--- src/sv/skt_pkg.sv ---
// skt_pkg: shared types and constants for the sorted key table.
// Command and status codes, controller states, result record.
// No dependencies.
package skt_pkg;

    localparam int CAPACITY_DEF = 64;
    localparam int KEY_W        = 32;
    localparam int PAY_W        = 32;
    localparam int POS_W        = 6;
    localparam int CNT_W        = 7;
    localparam int ENTRY_W      = KEY_W + PAY_W;

    typedef enum logic [2:0] {
        CMD_CLEAR   = 3'd0,
        CMD_INSERT  = 3'd1,
        CMD_DELETE  = 3'd2,
        CMD_REPLACE = 3'd3,
        CMD_LOOKUP  = 3'd4,
        CMD_READ    = 3'd5
    } t_cmd;

    typedef enum logic [1:0] {
        ST_OK        = 2'd0,
        ST_NOT_FOUND = 2'd1,
        ST_FULL      = 2'd2,
        ST_RANGE     = 2'd3
    } t_status;

    typedef enum logic [2:0] {
        S_IDLE,
        S_SRCH,
        S_CMP,
        S_CHK,
        S_SHIFT,
        S_FIN,
        S_RDIDX
    } t_state;

    typedef struct packed {
        t_status            status;
        logic [KEY_W-1:0]   found_key;
        logic [PAY_W-1:0]   found_payload;
        logic [POS_W-1:0]   found_position;
        logic [CNT_W-1:0]   entry_count;
    } t_result;

endpackage

--- src/sv/skt_ctrl.sv ---
// skt_ctrl: command sequencer for the sorted key table.
// Binary search, entry shifting and result formation over skt_mem; uses skt_pkg.
module skt_ctrl #(
    parameter int CAPACITY = skt_pkg::CAPACITY_DEF
) (
    input  logic                        i_clk,
    input  logic                        i_rst_n,
    input  logic                        start,
    output logic                        busy,
    input  logic [2:0]                  i_command,
    input  logic [skt_pkg::KEY_W-1:0]   i_key,
    input  logic [skt_pkg::PAY_W-1:0]   i_payload,
    input  logic [skt_pkg::POS_W-1:0]   i_position,
    output logic                        o_mem_we,
    output logic [$clog2(CAPACITY)-1:0] o_mem_waddr,
    output logic [skt_pkg::ENTRY_W-1:0] o_mem_wdata,
    output logic [$clog2(CAPACITY)-1:0] o_mem_raddr,
    input  logic [skt_pkg::ENTRY_W-1:0] i_mem_rdata,
    output logic                        o_res_valid,
    output skt_pkg::t_result            o_res
);

    localparam int AW = $clog2(CAPACITY);
    localparam int CW = $clog2(CAPACITY + 1);
    localparam int KW = skt_pkg::KEY_W;
    localparam int PW = skt_pkg::PAY_W;
    localparam int QW = skt_pkg::POS_W;

    skt_pkg::t_state  r_state, n_state;
    logic [2:0]       r_cmd, n_cmd;
    logic [KW-1:0]    r_key, n_key;
    logic [PW-1:0]    r_pay, n_pay;
    logic [QW-1:0]    r_pos, n_pos;
    logic [PW-1:0]    r_dpay, n_dpay;
    logic [CW-1:0]    r_count, n_count;
    logic [CW-1:0]    r_lo, n_lo;
    logic [CW-1:0]    r_hi, n_hi;
    logic [CW-1:0]    r_mid, n_mid;
    logic [CW-1:0]    r_left, n_left;
    logic [AW-1:0]    r_rd_addr, n_rd_addr;
    logic [AW-1:0]    r_wr_addr, n_wr_addr;
    logic             r_wr_pend, n_wr_pend;
    logic             r_strobe, n_strobe;
    skt_pkg::t_result r_res, n_res;

    logic             w_acc;
    logic             w_full;
    logic             w_range;
    logic             w_lt;
    logic [CW-1:0]    w_mid;
    logic [KW-1:0]    w_rd_key;
    logic [PW-1:0]    w_rd_pay;
    logic             w_right;
    logic             w_miss;
    logic             w_ins;
    logic             w_del;
    logic             w_fin;

    assign w_acc    = start && (r_state == skt_pkg::S_IDLE);
    assign w_full   = r_count >= CW'(CAPACITY);
    assign w_range  = {{CW{1'b0}}, i_position} >= {{QW{1'b0}}, r_count};
    assign w_lt     = r_lo < r_hi;
    assign w_mid    = r_lo + ((r_hi - r_lo) >> 1);
    assign w_rd_key = i_mem_rdata[skt_pkg::ENTRY_W-1:PW];
    assign w_rd_pay = i_mem_rdata[PW-1:0];
    assign w_ins    = (r_cmd == skt_pkg::CMD_INSERT);
    assign w_del    = (r_cmd == skt_pkg::CMD_DELETE);
    // insert searches past equal keys, the others stop at the first equal key
    assign w_right  = (w_rd_key < r_key) || (w_ins && (w_rd_key == r_key));
    assign w_miss   = r_lo >= r_count;

    // next state
    always_comb begin
        n_state = r_state;
        case (r_state)
            skt_pkg::S_IDLE: begin
                if (w_acc) begin
                    case (i_command)
                        skt_pkg::CMD_INSERT: begin
                            n_state = w_full ? skt_pkg::S_IDLE : skt_pkg::S_SRCH;
                        end
                        skt_pkg::CMD_DELETE, skt_pkg::CMD_REPLACE, skt_pkg::CMD_LOOKUP: begin
                            n_state = skt_pkg::S_SRCH;
                        end
                        skt_pkg::CMD_READ: begin
                            n_state = w_range ? skt_pkg::S_IDLE : skt_pkg::S_RDIDX;
                        end
                        default: begin
                            n_state = skt_pkg::S_IDLE;
                        end
                    endcase
                end
            end
            skt_pkg::S_SRCH: begin
                if (w_lt) begin
                    n_state = skt_pkg::S_CMP;
                end else if (w_ins) begin
                    n_state = skt_pkg::S_SHIFT;
                end else if (w_miss) begin
                    n_state = skt_pkg::S_IDLE;
                end else begin
                    n_state = skt_pkg::S_CHK;
                end
            end
            skt_pkg::S_CMP: begin
                n_state = skt_pkg::S_SRCH;
            end
            skt_pkg::S_CHK: begin
                if (w_rd_key == r_key && w_del) begin
                    n_state = skt_pkg::S_SHIFT;
                end else begin
                    n_state = skt_pkg::S_IDLE;
                end
            end
            skt_pkg::S_SHIFT: begin
                if (r_left == '0 && !r_wr_pend) begin
                    n_state = skt_pkg::S_FIN;
                end
            end
            skt_pkg::S_FIN: begin
                n_state = skt_pkg::S_IDLE;
            end
            skt_pkg::S_RDIDX: begin
                n_state = skt_pkg::S_IDLE;
            end
            default: begin
                n_state = skt_pkg::S_IDLE;
            end
        endcase
    end

    // datapath, memory ports and result
    always_comb begin
        n_cmd       = r_cmd;
        n_key       = r_key;
        n_pay       = r_pay;
        n_pos       = r_pos;
        n_dpay      = r_dpay;
        n_count     = r_count;
        n_lo        = r_lo;
        n_hi        = r_hi;
        n_mid       = r_mid;
        n_left      = r_left;
        n_rd_addr   = r_rd_addr;
        n_wr_addr   = r_wr_addr;
        n_wr_pend   = r_wr_pend;
        n_res       = r_res;
        w_fin       = 1'b0;
        o_mem_we    = 1'b0;
        o_mem_waddr = AW'(r_lo);
        o_mem_wdata = {r_key, r_pay};
        o_mem_raddr = AW'(w_mid);

        case (r_state)
            skt_pkg::S_IDLE: begin
                o_mem_raddr = AW'(i_position);
                if (w_acc) begin
                    n_cmd = i_command;
                    n_key = i_key;
                    n_pay = i_payload;
                    n_pos = i_position;
                    n_lo  = '0;
                    n_hi  = r_count;
                    n_res = '{skt_pkg::ST_OK, '0, '0, '0, '0};
                    case (i_command)
                        skt_pkg::CMD_CLEAR: begin
                            n_count = '0;
                            w_fin   = 1'b1;
                        end
                        skt_pkg::CMD_INSERT: begin
                            if (w_full) begin
                                n_res.status = skt_pkg::ST_FULL;
                                w_fin        = 1'b1;
                            end
                        end
                        skt_pkg::CMD_DELETE, skt_pkg::CMD_REPLACE, skt_pkg::CMD_LOOKUP: begin
                        end
                        skt_pkg::CMD_READ: begin
                            if (w_range) begin
                                n_res.status = skt_pkg::ST_RANGE;
                                w_fin        = 1'b1;
                            end
                        end
                        default: begin
                            w_fin = 1'b1;
                        end
                    endcase
                end
            end
            skt_pkg::S_SRCH: begin
                if (w_lt) begin
                    n_mid = w_mid;
                end else if (w_ins) begin
                    // move entries [lo, count) up by one, highest first
                    n_left    = r_count - r_lo;
                    n_rd_addr = AW'(r_count - CW'(1));
                    n_wr_pend = 1'b0;
                end else if (w_miss) begin
                    n_res.status = skt_pkg::ST_NOT_FOUND;
                    w_fin        = 1'b1;
                end else begin
                    o_mem_raddr = AW'(r_lo);
                end
            end
            skt_pkg::S_CMP: begin
                if (w_right) begin
                    n_lo = r_mid + CW'(1);
                end else begin
                    n_hi = r_mid;
                end
            end
            skt_pkg::S_CHK: begin
                if (w_rd_key != r_key) begin
                    n_res.status = skt_pkg::ST_NOT_FOUND;
                    w_fin        = 1'b1;
                end else if (w_del) begin
                    // move entries (lo, count) down by one, lowest first
                    n_dpay    = w_rd_pay;
                    n_left    = r_count - CW'(1) - r_lo;
                    n_rd_addr = AW'(r_lo + CW'(1));
                    n_wr_pend = 1'b0;
                end else begin
                    n_res.found_key      = r_key;
                    n_res.found_payload  = w_rd_pay;
                    n_res.found_position = QW'(r_lo);
                    w_fin                = 1'b1;
                    if (r_cmd == skt_pkg::CMD_REPLACE) begin
                        o_mem_we            = 1'b1;
                        n_res.found_payload = r_pay;
                    end
                end
            end
            skt_pkg::S_SHIFT: begin
                o_mem_raddr = r_rd_addr;
                if (r_wr_pend) begin
                    o_mem_we    = 1'b1;
                    o_mem_waddr = r_wr_addr;
                    o_mem_wdata = i_mem_rdata;
                end
                if (r_left != '0) begin
                    n_left    = r_left - CW'(1);
                    n_wr_pend = 1'b1;
                    if (w_del) begin
                        n_rd_addr = r_rd_addr + AW'(1);
                        n_wr_addr = r_rd_addr - AW'(1);
                    end else begin
                        n_rd_addr = r_rd_addr - AW'(1);
                        n_wr_addr = r_rd_addr + AW'(1);
                    end
                end else begin
                    n_wr_pend = 1'b0;
                end
            end
            skt_pkg::S_FIN: begin
                n_res.found_key      = r_key;
                n_res.found_position = QW'(r_lo);
                w_fin                = 1'b1;
                if (w_del) begin
                    n_count             = r_count - CW'(1);
                    n_res.found_payload = r_dpay;
                end else begin
                    o_mem_we            = 1'b1;
                    n_count             = r_count + CW'(1);
                    n_res.found_payload = r_pay;
                end
            end
            skt_pkg::S_RDIDX: begin
                n_res.found_key      = w_rd_key;
                n_res.found_payload  = w_rd_pay;
                n_res.found_position = r_pos;
                w_fin                = 1'b1;
            end
            default: begin
            end
        endcase

        n_strobe = w_fin;
        if (w_fin) begin
            n_res.entry_count = skt_pkg::CNT_W'(n_count);
        end
    end

    always_ff @(posedge i_clk) begin
        if (!i_rst_n) begin
            r_state   <= skt_pkg::S_IDLE;
            r_count   <= '0;
            r_strobe  <= 1'b0;
            r_wr_pend <= 1'b0;
        end else begin
            r_state   <= n_state;
            r_count   <= n_count;
            r_strobe  <= n_strobe;
            r_wr_pend <= n_wr_pend;
        end
    end

    always_ff @(posedge i_clk) begin
        r_cmd     <= n_cmd;
        r_key     <= n_key;
        r_pay     <= n_pay;
        r_pos     <= n_pos;
        r_dpay    <= n_dpay;
        r_lo      <= n_lo;
        r_hi      <= n_hi;
        r_mid     <= n_mid;
        r_left    <= n_left;
        r_rd_addr <= n_rd_addr;
        r_wr_addr <= n_wr_addr;
        r_res     <= n_res;
    end

    assign busy        = (r_state != skt_pkg::S_IDLE);
    assign o_res_valid = r_strobe;
    assign o_res       = r_res;

endmodule

--- config.mk ---
export PLATFORM = sky130hd
export DESIGN_NAME = skt_ctrl
export DESIGN_NICKNAME = d
export VERILOG_FILES = /design/src/sv/skt_pkg.sv /design/src/sv/skt_ctrl.sv
export SDC_FILE = /design/constraint.sdc
export NUM_CORES = 1
export LEC_CHECK = 0
export ABC_AREA = 1
export BUFFER_PORTS_ARGS = -buffer_cell sky130_fd_sc_hd__buf_2
export CORE_MARGIN = 2
export CORE_UTILIZATION = 51
export CTS_BUF_LIST = sky130_fd_sc_hd__clkbuf_8
export DETAILED_ROUTE_END_ITERATION = 8
export GPL_TIMING_DRIVEN = 0
export PLACE_DENSITY = 0.8
export SLEW_MARGIN = 0
export SYNTH_ARGS = -nofsm -noshare
export SYNTH_HDL_FRONTEND = slang
export SYNTH_SLANG_ARGS = --single-unit
--- constraint.sdc ---
create_clock -name i_clk -period 4.7 [get_ports i_clk]
set_clock_uncertainty 0.15 [all_clocks]
set_input_delay 0.235 -clock i_clk [delete_from_list [all_inputs] [get_ports i_clk]]
set_output_delay 0.235 -clock i_clk [all_outputs]
set_load 0.05 [all_outputs]
==> summary.txt <==
Outcome
  – Status: finished, final reports clean

Route
  – WL met3: 4170 µm
  – Via count: between 10000 and 15000
  – # DRC: 0
  – Avg WL per Cell: between 20 and 25 µm
  – DR pass1 iterations: 8
  – DRT met1 WL: 15400 µm
  – Final ANT Viol Nets: 0
  – Mean number of vias per cell: between 5 and 6
  – DRT Wirelength: 43400 µm
  – Met2 wire length: 21500 µm
  – Starting DRT DRC Count: around 1400
  – Highest metal used: met5

Worst setup path
  – Worst Path Max Fanout: 9
  – Critical Path Start: r_lo[1]
  – Reg2reg start: r_lo[1]
  – Worst setup EP type: output port
  – Worst r2r path cells: 9
  – Nature of the critical path startpoint: register
  – Crit Path Category: reg -> out
  – Critical path data arrival time: 3.75 ns
  – Flop2flop setup slack: 1.47 ns
  – CP required: between 4 and 5 ns
  – Worst reg2reg endpoint: r_rd_addr[4]

STA
  – Tcrit/Tclk final: about 88%
  – Min Hold Slack: about 0.15 ns
  – Min cycle time layout: roughly 4.1 ns
  – Final Max Tran Viols: 0
  – Relative slew slack: 33.4%
  – Hold Fails Final Rpt: 0
  – Setup-violating endpoint count in the final report: 0
  – Worst Tran Pin Value: 0.998 ns
  – Fmax: 242 MHz
  – Final setup TNS: 0 ns
  – RSZ-0062 raised after global routing: false

Hold path
  – Hold path depth: 5
  – Hold path start: start
  – Worst Hold End: r_state[1]
  – Min-Delay Path Class: in -> reg

Clocking
  – CTS Buf Count: 40
  – Clk buf depth: 3
  – Clock Latency Late Sink: around 0.56 ns
  – PostCTS Resize Cnt: 0
  – Clock-pin slew on the worst setup and hold paths: 0.06 ns
  – Buffer count from post-CTS setup fixing: 0
  – H-tree levels: 2
  – CTS tree: done
  – CTS Sinks: between 200 and 250
  – Root Driver: clkbuf_8

Place
  – IO buf count: between 200 and 300
  – Final HPWL DP: 28200 µm
  – Placed instance area: 14800 µm²
  – RePlAce Congestion: approximately 0.94

Layout
  – Filler cells: around 1700
  – Fin util: between 60% and 70%
  – Seq. cell area: 6970 µm²
  – Final instance area: around 17000 µm²
  – Layout Nets: between 2000 and 2500
  – Layout cell share with drive strength beyond 1: 22.9%
  – Combined area of the multi-input logic cells: between 4000 and 5000 µm²
  – Area delta synth->final: 32.7%

Synthesis
  – Post-synth top flop: edfxtp_1
  – Async SR Flop Fraction: 0%
  – EDFF count, synth: between 200 and 250
  – Syn_area_per_cell: 9.69 µm²
  – Synth warn: 0
  – Distinct cells, synth: 47
  – Seq cells post-synth: roughly 240
  – Syn Std Cell Area: ~13000 µm²
  – Syn_nets: approximately 1500
  – Register area share after synthesis: between 50% and 60%
  – Synth Instances: approximately 1300

Die
  – Die height: ~160 µm
  – I/O Pins: 298
  – Core Footprint: between 20000 and 25000 µm²
  – Die width: approximately 160 µm
  – Full die area: between 20000 and 30000 µm²
  – Starting Density: between 50% and 60%
  – FP Rows: 58

Global routing
  – Vias in the first global route: 12241
  – Initial antenna violation count: 3
  – Tot GR Track Use: 32.0%
  – Remaining Overflow, GRT: 0
  – First-pass GRT wire length: about 65000 µm
  – Largest net degree at the start of global routing: 58

Run
  – MaxCap Viol Count: 0

Pwr
  – Max rail drop VDD: about 0.00033 V
  – Power per cell area: between 400 and 500 nW/µm²
  – Overall Power: 7.20 mW
  – Leakage: just under 8 nW
## flip-flops by register name (all words and copies together), names as in the netlist
name,cells
r_mid,7
r_hi,7
r_wr_addr,6
r_cmd,3
o_res_valid,1
r_lo,7
r_key,32
r_count,7
r_left,7
r_state,3
r_rd_addr,6
r_pos,6
o_res,79
r_wr_pend,1
r_pay,32
r_dpay,32
## power breakdown
part / internal [mW] / switching, mW / leakage (nW)
registers: 2.66 / 0.114 / 2.27
logic: 0.674 / 1.81 / 5.02
clock network: 1.03 / 0.915 / 0.459
total: 4.36 / 2.84 / 7.75
## synth_stat cells, types with 16 or more instances
cell type  number  area (µm²)
o22ai_1        40         250
xor2_1         16         140
edfxtp_1      224        6730
o221ai_1       38         333
ha_1           71         888
a21oi_1        58         290
clkbuf_1       17        63.8
nand2_1       246         923
o21ai_0        88         440
o21ai_1        19        95.1
inv_1         222         833
nand3_1        82         410
nor2_1         65         244
## placed cells by master, fill, tap and decap left out, types with 3 or more instances in the layout
cell type	synthesis	layout
a21oi_1	58	57
a31oi_1	4	4
buf_2	12	309
buf_4	12	12
buf_6	5	5
bufinv_16	0	4
clkbuf_1	17	17
clkbuf_8	0	40
clkinv_1	1	8
clkinv_2	0	6
dfxtp_1	12	12
dlygate4sd3_1	0	138
edfxtp_1	224	224
fa_1	4	4
ha_1	71	71
inv_1	222	234
inv_2	8	8
nand2_1	246	246
nand2_2	3	3
nand3_1	82	82
nand3b_1	6	6
nand4_1	11	11
nor2_1	65	64
nor2_2	6	6
nor2_4	4	5
nor3_1	8	8
o211ai_1	4	4
o21ai_0	88	88
o21ai_1	19	19
o21bai_1	3	3
o221ai_1	38	38
o22ai_1	40	40
or2_2	7	7
xnor2_1	11	11
xor2_1	16	16
## critical path, stage by stage (launching register included)
cell and delay (ns):
edfxtp_1 0.66, inv_1 0.28, ha_1 0.37, nand3b_1 0.09, nand2_1 0.14, xor2_1 0.24, ha_1 0.32, a21oi_1 0.18
nand2_1 0.10, nand2_1 0.07, nand2_1 0.06, a21oi_1 0.15, xnor2_1 0.17, nand2_1 0.08, nand2_1 0.07, buf_2 0.26
## cells by family (layout without fill, tap and decap cells)
kind of cell	Yosys count	after routing	synth area share (%)
simple gates	447	447	15.3
buf+inv	278	790	8.91
compound gates	262	262	12.1
flops	236	236	54.3
fa+ha+maj	75	75	7.54
xor+xnor	27	27	1.84
other cells	0	2	0
## worst max path at each step
stage,to,slack [ns]
after floorplan,o_res[10],1.04
after global placement,o_res[43],-0.27
after detailed placement,r_rd_addr[3],0.97
after CTS,o_mem_raddr[5],0.53
after global routing,o_mem_raddr[5],0.29
final,o_mem_raddr[5],0.56
## cell type report
type | instances | area share, %
antenna | 2 | 0.0294
clock inverter | 33 | 1.48
tap | 330 | 2.42
inverter | 232 | 5.14
clock buffer | 40 | 3.23
buffer | 46 | 1.59
timing repair buffer | 439 | 17.4
multi-input combinational | 811 | 27.8
sequential | 236 | 40.9
## metrics by stage
step / setup slack [ns] / cells
2_1_floorplan: 1.04 / 1325
3_3_place_gp: -0.274 / 1952
3_5_place_dp: 0.972 / 1955
4_1_cts: 0.529 / 2166
5_1_grt: 0.288 / 2169
6_report: 0.564 / 2169
## timing repair
action | CTS | global route
hold buffers | 138 | 0
endpoints found under the hold margin | 170 | 0
setup endpoints to repair | 0 | 0
## routing by layer
metal	GRT usage, %	vias up
li1	-	5539
met5	0	-
met4	17.5	2
met2	56.1	852
met3	7.26	188
met1	36.2	5714
Power figures use the tool's default switching activity.
